## src/hdl/bdwa_pkg.sv

```systemverilog
// Shared types and constants for the base address register decode and window accumulator.
package bdwa_pkg;

   localparam int NUM_CLASS = 5;
   localparam int CLASS_W   = $clog2(NUM_CLASS);

   typedef logic [CLASS_W-1:0] class_idx_type;

   localparam class_idx_type CLS_IO       = CLASS_W'(0);
   localparam class_idx_type CLS_MEM      = CLASS_W'(1);
   localparam class_idx_type CLS_PF_MEM   = CLASS_W'(2);
   localparam class_idx_type CLS_MEM64    = CLASS_W'(3);
   localparam class_idx_type CLS_PF_MEM64 = CLASS_W'(4);

   localparam logic [31:0] ROM_MASK   = 32'hfffff800;
   localparam logic [31:0] IO_MASK    = 32'hfffffffc;
   localparam logic [31:0] MEM_MASK   = 32'hfffffff0;
   localparam logic [31:0] UPPER_ONES = 32'hffffffff;

   localparam logic [1:0] SLOTS_ONE = 2'd1;
   localparam logic [1:0] SLOTS_TWO = 2'd2;

   typedef enum logic [2:0] {
      ST_ADDED    = 3'd0,
      ST_UNIMPL   = 3'd1,
      ST_BAD_SIZE = 3'd2,
      ST_OVERFLOW = 3'd3,
      ST_IGNORED  = 3'd4
   } status_type;

   typedef enum logic [1:0] {
      KIND_IO    = 2'd0,
      KIND_MEM32 = 2'd1,
      KIND_MEM64 = 2'd2,
      KIND_ROM   = 2'd3
   } kind_type;

   typedef struct packed {
      logic        start_req;
      logic        rom;
      logic        vf_bar;
      logic [15:0] vf_total;
      logic [31:0] orig_low;
      logic [31:0] orig_high;
      logic [31:0] sized_low;
      logic [31:0] sized_high;
   } req_item_type;

   typedef struct packed {
      status_type  status;
      kind_type    region_kind;
      logic        prefetch;
      logic [63:0] region_base;
      logic [63:0] region_size;
      logic [1:0]  slots_used;
      logic [2:0]  window_class;
      logic [63:0] window_length;
      logic [63:0] window_align;
      kind_type    window_kind;
   } rsp_item_type;

   typedef struct packed {
      logic          start;
      logic          vf;
      logic [15:0]   count;
      logic          unimpl;
      logic          bad_size;
      kind_type      kind;
      logic          prefetch;
      logic          is64;
      class_idx_type cls;
      logic [63:0]   base;
      logic [63:0]   size;
      logic [63:0]   align_mask;
   } dec_type;

   typedef struct packed {
      dec_type     dec;
      logic [63:0] add;
      logic        mul_ovf;
   } scale_type;

   typedef struct packed {
      logic [63:0] length;
      logic [63:0] align;
      kind_type    kind;
   } class_entry_type;

   typedef struct packed {
      logic            en;
      logic            clear;
      class_idx_type   addr;
      class_entry_type data;
   } mem_write_type;

endpackage

```

## src/hdl/bdwa_if.sv

```systemverilog
// Valid/ready channels for request and response items.
interface bdwa_req_if;
   import bdwa_pkg::*;
   logic         valid;
   logic         ready;
   req_item_type item;
   modport source (output valid, output item, input ready);
   modport sink (input valid, input item, output ready);
endinterface

interface bdwa_rsp_if;
   import bdwa_pkg::*;
   logic         valid;
   logic         ready;
   rsp_item_type item;
   modport source (output valid, output item, input ready);
   modport sink (input valid, input item, output ready);
endinterface

```

## src/hdl/bar_decode_window_accumulator.sv

```systemverilog
// Base address register decode and window class accumulator, top level.
// Pipeline: decode loads at the item accept, then the scale, class read and output
// registers follow in that order up to response valid.
// Throughput: one item per cycle while the response side is ready; the class total
// read-modify-write keeps up via the class memory read register and write forwarding.
// Reset: clears pipeline valids, class valid bits and the sticky error; classes read as zero.
module bar_decode_window_accumulator (
   input  logic              clock,
   input  logic              reset,
   bdwa_req_if.sink          req_ch,
   bdwa_rsp_if.source        rsp_ch
);
   import bdwa_pkg::*;

   logic            s1_v_ff, s1_v_in;
   logic            s2_v_ff, s2_v_in;
   logic            s3_v_ff, s3_v_in;
   logic            out_v_ff, out_v_in;
   logic            accept;
   logic            s1_adv;
   logic            s2_adv;
   logic            s3_adv;
   dec_type         dec_ff;
   scale_type       sc_ff;
   scale_type       s3_ff;
   class_entry_type rd_entry;
   class_entry_type cur;
   mem_write_type   wr;
   logic            wr_ok;
   logic            err_cur;
   logic            error_ff, error_in;
   logic [64:0]     sum_vf;
   logic [64:0]     sum_al;
   logic [63:0]     rounded;
   logic [63:0]     new_align;
   rsp_item_type    rsp_in;
   rsp_item_type    rsp_ff;

   assign s3_adv       = s3_v_ff && (!out_v_ff || rsp_ch.ready);
   assign s2_adv       = s2_v_ff && (!s3_v_ff || s3_adv);
   assign s1_adv       = s1_v_ff && (!s2_v_ff || s2_adv);
   assign req_ch.ready = !s1_v_ff || s1_adv;
   assign accept       = req_ch.valid && req_ch.ready;

   assign s1_v_in  = accept || (s1_v_ff && !s1_adv);
   assign s2_v_in  = s1_adv || (s2_v_ff && !s2_adv);
   assign s3_v_in  = s2_adv || (s3_v_ff && !s3_adv);
   assign out_v_in = s3_adv || (out_v_ff && !rsp_ch.ready);

   bdwa_decode u_decode (
      .clock  (clock),
      .en     (accept),
      .item   (req_ch.item),
      .dec_ff (dec_ff)
   );

   bdwa_scale u_scale (
      .clock (clock),
      .en    (s1_adv),
      .dec   (dec_ff),
      .sc_ff (sc_ff)
   );

   bdwa_class_mem u_class_mem (
      .clock    (clock),
      .reset    (reset),
      .rd_en    (s2_adv),
      .rd_addr  (sc_ff.dec.cls),
      .wr       (wr),
      .rd_entry (rd_entry)
   );

   always_comb begin
      cur       = s3_ff.dec.start ? '0 : rd_entry;
      err_cur   = !s3_ff.dec.start && error_ff;
      sum_vf    = {1'b0, cur.length} + {1'b0, s3_ff.add};
      sum_al    = {1'b0, cur.length} + {1'b0, s3_ff.dec.align_mask};
      rounded   = sum_al[63:0] | s3_ff.dec.align_mask;
      new_align = (s3_ff.dec.align_mask > cur.align) ? s3_ff.dec.align_mask : cur.align;

      wr_ok    = 1'b0;
      error_in = err_cur;
      wr.data  = cur;

      rsp_in.status        = ST_ADDED;
      rsp_in.region_kind   = s3_ff.dec.kind;
      rsp_in.prefetch      = s3_ff.dec.prefetch;
      rsp_in.region_base   = s3_ff.dec.base;
      rsp_in.region_size   = s3_ff.dec.size;
      rsp_in.slots_used    = s3_ff.dec.is64 ? SLOTS_TWO : SLOTS_ONE;
      rsp_in.window_class  = '0;
      rsp_in.window_length = '0;
      rsp_in.window_align  = '0;
      rsp_in.window_kind   = KIND_IO;

      priority if (err_cur) begin
         rsp_in.status = ST_IGNORED;
      end else if (s3_ff.dec.unimpl) begin
         rsp_in.status = ST_UNIMPL;
      end else if (s3_ff.dec.bad_size) begin
         rsp_in.status = ST_BAD_SIZE;
         error_in      = 1'b1;
      end else begin
         rsp_in.window_class = s3_ff.dec.cls;
         if (s3_ff.dec.vf) begin
            if (s3_ff.mul_ovf || sum_vf[64]) begin
               rsp_in.status = ST_OVERFLOW;
               error_in      = 1'b1;
            end else begin
               wr.data.length = sum_vf[63:0];
               wr_ok          = 1'b1;
            end
         end else begin
            if (sum_al[64] || (&rounded)) begin
               rsp_in.status = ST_OVERFLOW;
               error_in      = 1'b1;
            end else begin
               wr.data.length = rounded + 64'd1;
               wr.data.kind   = s3_ff.dec.kind;
               wr.data.align  = new_align;
               wr_ok          = 1'b1;
            end
         end
         rsp_in.window_length = wr.data.length;
         rsp_in.window_align  = wr.data.align;
         rsp_in.window_kind   = wr.data.kind;
      end

      wr.en    = s3_adv && wr_ok;
      wr.clear = s3_adv && s3_ff.dec.start;
      wr.addr  = s3_ff.dec.cls;
   end

   always_ff @(posedge clock) begin
      if (s2_adv) begin
         s3_ff <= sc_ff;
      end
      if (s3_adv) begin
         rsp_ff <= rsp_in;
      end
   end

   always_ff @(posedge clock) begin
      if (reset) begin
         s1_v_ff  <= 1'b0;
         s2_v_ff  <= 1'b0;
         s3_v_ff  <= 1'b0;
         out_v_ff <= 1'b0;
         error_ff <= 1'b0;
      end else begin
         s1_v_ff  <= s1_v_in;
         s2_v_ff  <= s2_v_in;
         s3_v_ff  <= s3_v_in;
         out_v_ff <= out_v_in;
         if (s3_adv) begin
            error_ff <= error_in;
         end
      end
   end

   assign rsp_ch.valid = out_v_ff;
   assign rsp_ch.item  = rsp_ff;

endmodule

```

## src/hdl/bdwa_decode.sv

```systemverilog
// Register readback decode stage: kind, class, base, size and size checks.
module bdwa_decode (
   input  logic                  clock,
   input  logic                  en,
   input  bdwa_pkg::req_item_type item,
   output bdwa_pkg::dec_type      dec_ff
);
   import bdwa_pkg::*;

   logic        io;
   logic        is64;
   logic        pf;
   logic [31:0] low_sel;
   logic [31:0] ml_m;
   logic [63:0] mask64;
   logic [63:0] al;
   logic [63:0] size;
   dec_type     dec_in;

   always_comb begin
      io   = !item.rom && item.orig_low[0];
      is64 = !item.rom && !io && (item.orig_low[2:1] == 2'd2);
      pf   = !item.rom && !io && item.orig_low[3];
      priority if (item.rom) begin
         low_sel = ROM_MASK;
      end else if (io) begin
         low_sel = IO_MASK;
      end else begin
         low_sel = MEM_MASK;
      end
      ml_m   = item.sized_low & low_sel;
      mask64 = is64 ? {item.sized_high, ml_m} : {UPPER_ONES, ml_m};
      al     = ~mask64;
      size   = al + 64'd1;

      dec_in.start      = item.start_req;
      dec_in.vf         = item.vf_bar;
      dec_in.count      = item.vf_total;
      dec_in.unimpl     = (ml_m == '0) && (!is64 || (item.sized_high == '0));
      dec_in.bad_size   = (size == '0) || ((size & al) != '0);
      dec_in.prefetch   = pf;
      dec_in.is64       = is64;
      dec_in.align_mask = al;
      priority if (item.rom) begin
         dec_in.kind = KIND_ROM;
      end else if (io) begin
         dec_in.kind = KIND_IO;
      end else if (is64) begin
         dec_in.kind = KIND_MEM64;
      end else begin
         dec_in.kind = KIND_MEM32;
      end
      priority if (io) begin
         dec_in.cls = CLS_IO;
      end else if (pf) begin
         dec_in.cls = is64 ? CLS_PF_MEM64 : CLS_PF_MEM;
      end else begin
         dec_in.cls = is64 ? CLS_MEM64 : CLS_MEM;
      end
      if (dec_in.unimpl) begin
         dec_in.base = '0;
         dec_in.size = '0;
      end else begin
         dec_in.base = is64 ? {item.orig_high, item.orig_low & low_sel}
                            : {32'h0, item.orig_low & low_sel};
         dec_in.size = size;
      end
   end

   always_ff @(posedge clock) begin
      if (en) begin
         dec_ff <= dec_in;
      end
   end

endmodule

```

## src/hdl/bdwa_scale.sv

```systemverilog
// Virtual function scaling stage: region size times function count.
module bdwa_scale (
   input  logic                clock,
   input  logic                en,
   input  bdwa_pkg::dec_type   dec,
   output bdwa_pkg::scale_type sc_ff
);
   import bdwa_pkg::*;

   logic [5:0]  expo;
   logic [79:0] prod;
   scale_type   sc_in;

   always_comb begin
      expo = '0;
      for (int i = 0; i < 64; i++) begin
         if (dec.size[i]) begin
            expo = expo | 6'(i);
         end
      end
   end

   assign prod = 80'(dec.count) << expo;

   always_comb begin
      sc_in.dec     = dec;
      sc_in.add     = prod[63:0];
      sc_in.mul_ovf = |prod[79:64];
   end

   always_ff @(posedge clock) begin
      if (en) begin
         sc_ff <= sc_in;
      end
   end

endmodule

```

## src/hdl/bdwa_class_mem.sv

```systemverilog
// Window class memory with per-entry valid bits and same-cycle write forwarding.
module bdwa_class_mem (
   input  logic                      clock,
   input  logic                      reset,
   input  logic                      rd_en,
   input  bdwa_pkg::class_idx_type   rd_addr,
   input  bdwa_pkg::mem_write_type   wr,
   output bdwa_pkg::class_entry_type rd_entry
);
   import bdwa_pkg::*;

   class_entry_type        mem_ff [NUM_CLASS];
   class_entry_type        rd_data_ff;
   class_entry_type        byp_data_ff;
   logic                   rd_valid_ff;
   logic                   byp_ff;
   logic [NUM_CLASS-1:0]   valid_ff;
   logic [NUM_CLASS-1:0]   valid_in;
   logic [NUM_CLASS-1:0]   wr_onehot;

   always_comb begin
      wr_onehot = '0;
      if (wr.en) begin
         wr_onehot[wr.addr] = 1'b1;
      end
      valid_in = (wr.clear ? '0 : valid_ff) | wr_onehot;
   end

   always_ff @(posedge clock) begin
      if (wr.en) begin
         mem_ff[wr.addr] <= wr.data;
      end
   end

   always_ff @(posedge clock) begin
      if (rd_en) begin
         rd_data_ff  <= mem_ff[rd_addr];
         byp_data_ff <= wr.data;
      end
   end

   always_ff @(posedge clock) begin
      if (reset) begin
         valid_ff    <= '0;
         rd_valid_ff <= 1'b0;
         byp_ff      <= 1'b0;
      end else begin
         valid_ff <= valid_in;
         if (rd_en) begin
            rd_valid_ff <= valid_in[rd_addr];
            byp_ff      <= wr.en && (wr.addr == rd_addr);
         end
      end
   end

   always_comb begin
      priority if (byp_ff) begin
         rd_entry = byp_data_ff;
      end else if (rd_valid_ff) begin
         rd_entry = rd_data_ff;
      end else begin
         rd_entry = '0;
      end
   end

endmodule

```

## src/flat_wrapper.sv

```systemverilog
// flat-port wrapper written by rule: the top's interface ports become plain ports
module bar_decode_window_accumulator_flat import bdwa_pkg::*;
  (clock, reset, req_ch_valid, req_ch_item, req_ch_ready, rsp_ch_valid, rsp_ch_item, rsp_ch_ready);
  bdwa_req_if req_ch_i ();
  bdwa_rsp_if rsp_ch_i ();
  input  logic clock;
  input  logic reset;
  input wire logic [$bits(req_ch_i.valid)-1:0] req_ch_valid;
  input wire logic [$bits(req_ch_i.item)-1:0] req_ch_item;
  output wire logic [$bits(req_ch_i.ready)-1:0] req_ch_ready;
  output wire logic [$bits(rsp_ch_i.valid)-1:0] rsp_ch_valid;
  output wire logic [$bits(rsp_ch_i.item)-1:0] rsp_ch_item;
  input wire logic [$bits(rsp_ch_i.ready)-1:0] rsp_ch_ready;
  assign req_ch_i.valid = req_ch_valid;
  assign req_ch_i.item = req_ch_item;
  assign req_ch_ready = req_ch_i.ready;
  assign rsp_ch_valid = rsp_ch_i.valid;
  assign rsp_ch_item = rsp_ch_i.item;
  assign rsp_ch_i.ready = rsp_ch_ready;
  bar_decode_window_accumulator u_core (.clock(clock), .reset(reset), .req_ch(req_ch_i), .rsp_ch(rsp_ch_i));
endmodule
```

## config.mk

```make
export PLATFORM = sky130hd
export DESIGN_NAME = bar_decode_window_accumulator_flat
export DESIGN_NICKNAME = d
export VERILOG_FILES = /design/src/hdl/bdwa_pkg.sv /design/src/hdl/bdwa_if.sv /design/src/hdl/bar_decode_window_accumulator.sv /design/src/hdl/bdwa_decode.sv /design/src/hdl/bdwa_scale.sv /design/src/hdl/bdwa_class_mem.sv /design/src/flat_wrapper.sv
export SDC_FILE = /design/constraint.sdc
export NUM_CORES = 2
export LEC_CHECK = 0
export BUFFER_PORTS_ARGS = -buffer_cell sky130_fd_sc_hd__buf_2
export CAP_MARGIN = 25
export CELL_PAD_IN_SITES_DETAIL_PLACEMENT = 1
export CELL_PAD_IN_SITES_GLOBAL_PLACEMENT = 1
export CORE_ASPECT_RATIO = 1.75
export CORE_MARGIN = 1.5
export CORE_UTILIZATION = 40
export CTS_CLUSTER_DIAMETER = 100
export DETAILED_ROUTE_END_ITERATION = 10
export PLACE_DENSITY_LB_ADDON = 0.3
export SLEW_MARGIN = 20
export SYNTH_ARGS = -nofsm -noshare
export SYNTH_HDL_FRONTEND = slang
export SYNTH_SLANG_ARGS = --single-unit
```

## constraint.sdc

```tcl
create_clock -name clock -period 46.4 [get_ports clock]
set_clock_uncertainty 0.05 [all_clocks]
set_input_delay 6.96 -clock clock [delete_from_list [all_inputs] [get_ports clock]]
set_output_delay 6.96 -clock clock [all_outputs]
set_load 0.05 [all_outputs]
```

==> impl_results.md <==
- Outcome: completed
- Cts repair resizes: 0
- Final Wtd Congestion: 0.9697
- Pin count of the biggest net entering global routing: 157
- Seq/Total Area, Yosys: 69.39%
- Setup TNS: 0 ns
- First-pass GRT wire length: 388.3 mm
- Syn avg cell area: ~15 sq um
- Yosys top cell area share: 69.10%
- Max Clk Rate: 0.06600 GHz
- Post-layout min period: 15.15 ns
- Cells after Synth: between 5000 and 6000
- Slew margin rel.: 22.75%
- WHS: 0.3567 ns
- Peak VDD IR: 0.03380 mV
- Iteration-0 DRC Markers: about 4000
- Synth area leader: edfxtp_1
- Root buf cell: clkbuf_16
- Cell Chain, Critical Path: buf_2 -> nor2b_1 -> and3_1 -> nand2_1 -> buf_2
- Num CTS Buffers: 183
- Worst r2r src: u_core.u_class_mem.byp_ff
- CTS Sinks: 1924
- Die Width: 347.5 um
- Port buffer count: 415
- FP Rows: 221
- Hold Crit Class: flip-flop to flip-flop
- Worst-margin pin slew: around 1.1 ns
- Layout cells sized above 1: 19.49%
- Ys async rst share: 0%
- Crit path max fanout: 5
- Non-Filler Instances: 8851
- R2R depth: 19
- Maxcap violations: 0
- Main synth FF type: edfxtp_1
- Level count of the clock H-tree: 4
- Critical Path Sink Type: output port
- Die area: 210600 sq um
- Crit-path max cell delay: slightly below 0.4 ns
- Vias in the first global route: 53587
- Yosys warnings: 0
- Number of flops mapped to enable cells by yosys: ~1900
- Via count: 51375
- Io pins: roughly 420
- Min-Delay Endpoint: u_core.rsp_ch.item[163]
- Post-synth top cells: 1912 x edfxtp_1, 528 x nor2_1, 263 x a21oi_1, 253 x nand2_1, 249 x ha_1
- Hold depth: 0
- Starting Density: about two fifths
- Post-route cell area: approximately 95000 sq um
- Post-synth cell types: 104
- Core outline area: 206800 sq um
- Hold-fix buffers at CTS: 0
- Core Util, Final: 45.80%
- DRT antenna net count: 0
- Routed wire per std cell: about 31 um
- Fin. Hold Viols: 0
- Synthesized flop and latch total: around 1900
- CTS tree: built
- Dpl hpwl: 197.3 mm
- P per Cell Area: about 38 nW/um^2
- Startpoint of the worst hold path: u_core.rsp_in[163]
- DRC viols: 0
- WP data required: 39.39 ns
- Via density: 5.804
- DIE HEIGHT: 605.9 um
- Wirelength, routed: ~270 mm
- Post-CTS Setup Bufs: 0
- Synth top area cells: edfxtp_1 69%, ha_1 3.7%, mux4_2 3.5%
- Clk buf depth: 4
- Placed Cells: 8492
- Final setup violation count: 0
- Clock Latency Late Sink: 0.87 ns
- Crit path DAT: a little over 8 ns
- Initial antenna violation count: 51
- FF-to-FF End: u_core.u_class_mem.mem_ff[3][14]
- Drt pass-1 iters: 5
- Max-slew violations: 0
- Nets: 6404
- Tot GR Track Use: between 20% and 30%
- Startpoint types: input pin
- Leakage: roughly 33 nW
- Unrepaired setup endpoints after global routing: false
- Placed Area: 88570 sq um
- Area growth, synth to finish: 14.02%
- Grt ovf: 0
- Cell mode on critical path: buf_2
- Mapped Area: about 83000 sq um
- Critical path type: input pin to output port
- Crit path max-delay cell type: and3_1
- Most frequent cell after synthesis: edfxtp_1
- Flop2flop setup slack: ~36 ns
- Clock Pin Slew Worst Setup and Hold Paths: roughly 0.07 ns
- Tcrit/Tclk final: 32.66%
worst max-delay path: cells and delay by family:
kind / cells / cell delay, ns
simple gates: 3 / 0.86
buf+inv: 2 / 0.32
worst max path at each step:
stage,from,endpoint,slack (ns),cells past startpoint
floorplan,rsp_ch_ready,u_core.u_class_mem.valid_ff[2],11.99,5
global placement,rsp_ch_ready,req_ch_ready,31.28,5
detailed placement,rsp_ch_ready,req_ch_ready,31.26,5
CTS,rsp_ch_ready,req_ch_ready,31.23,5
global route,rsp_ch_ready,req_ch_ready,31.13,5
finish,rsp_ch_ready,req_ch_ready,31.25,5
power by group:
part	internal, mW	total, mW	switching [mW]
Sequential	1.93	1.94	0.0150
Combinational	0.0323	0.114	0.0818
Clock	0.880	1.55	0.668
layer usage:
metal | wire [um] | GRT usage (%)
met3 | 15860 | 4.837
met2 | 134800 | 43.75
met5 | 200 | 0
met1 | 102500 | 29.40
met4 | 21320 | 17.45
registers in the layout, indices dropped and copies added, names as in the netlist, 5 cells and up:
register,flops
u_core.u_class_mem.mem_ff,650
u_core.rsp_ch.item,265
u_core.u_scale.sc_ff,262
u_core.u_decode.dec_ff,213
u_core.s3_ff,135
u_core.u_class_mem.byp_data_ff,130
u_core.u_class_mem.rd_data_ff,130
u_core.rsp_in,127
u_core.u_class_mem.valid_ff,5
stage by stage:
step	power [mW]	setup slack [ns]
3_5_place_dp	2.097	31.26
6_report	3.607	31.25
4_1_cts	3.640	31.23
3_3_place_gp	2.092	31.28
5_1_grt	3.692	31.13
2_1_floorplan	2.060	11.99
logic make-up (layout without fill, tap and decap cells):
kind of cell             Yosys count  in the layout  synth area share, %
flip-flops                      1924           1924                69.39
AND/OR/NAND/NOR                 1477           1477                8.780
AO/OA/AOI/OAI                   1065           1065                8.665
buffers and inverters            351            945                1.657
multiplexers                     338            338                6.251
adder cells (fa/ha/maj)          250            250                3.774
XOR/XNOR                         140            140                1.476
other                              1             36             0.004513
area by class of cell:
class                      count  area (sq um)
antenna                       32         80.08
clock buffer                 202          4672
clock inverter               123          1388
fill                       20498        112100
inverter                     100         397.9
multi-input combinational   3274         24210
sequential                  1924         57660
tap                         2676          3348
timing repair buffer         520          2977
placed cells by master, fill, tap and decap left out, types with 19 or more instances in the layout:
cell type,netlist,layout
a211oi_1,24,24
a21o_1,79,79
a21oi_1,263,261
a22o_1,25,25
a22oi_1,148,148
a31oi_1,29,29
and2_1,62,62
and3_1,22,21
buf_2,13,415
buf_4,7,94
bufinv_16,0,27
clkbuf_16,0,184
clkinv_1,0,37
clkinv_2,0,28
diode_2,0,32
edfxtp_1,1912,1912
ha_1,249,249
inv_1,98,94
mux2_2,144,144
mux2i_1,61,61
mux4_2,130,130
nand2_1,253,253
nand2b_1,37,37
nand3_1,77,77
nand4_1,149,149
nor2_1,528,522
nor2b_1,54,52
nor3_1,73,69
nor4_1,53,49
o211ai_1,29,29
o21a_1,85,85
o21ai_0,120,120
o21bai_1,28,28
o22ai_1,70,70
o2bb2ai_1,23,23
o32ai_1,19,19
or2_2,68,68
or3_1,33,32
xnor2_1,79,79
xor2_1,61,61
(Power assumes the default switching activity.)
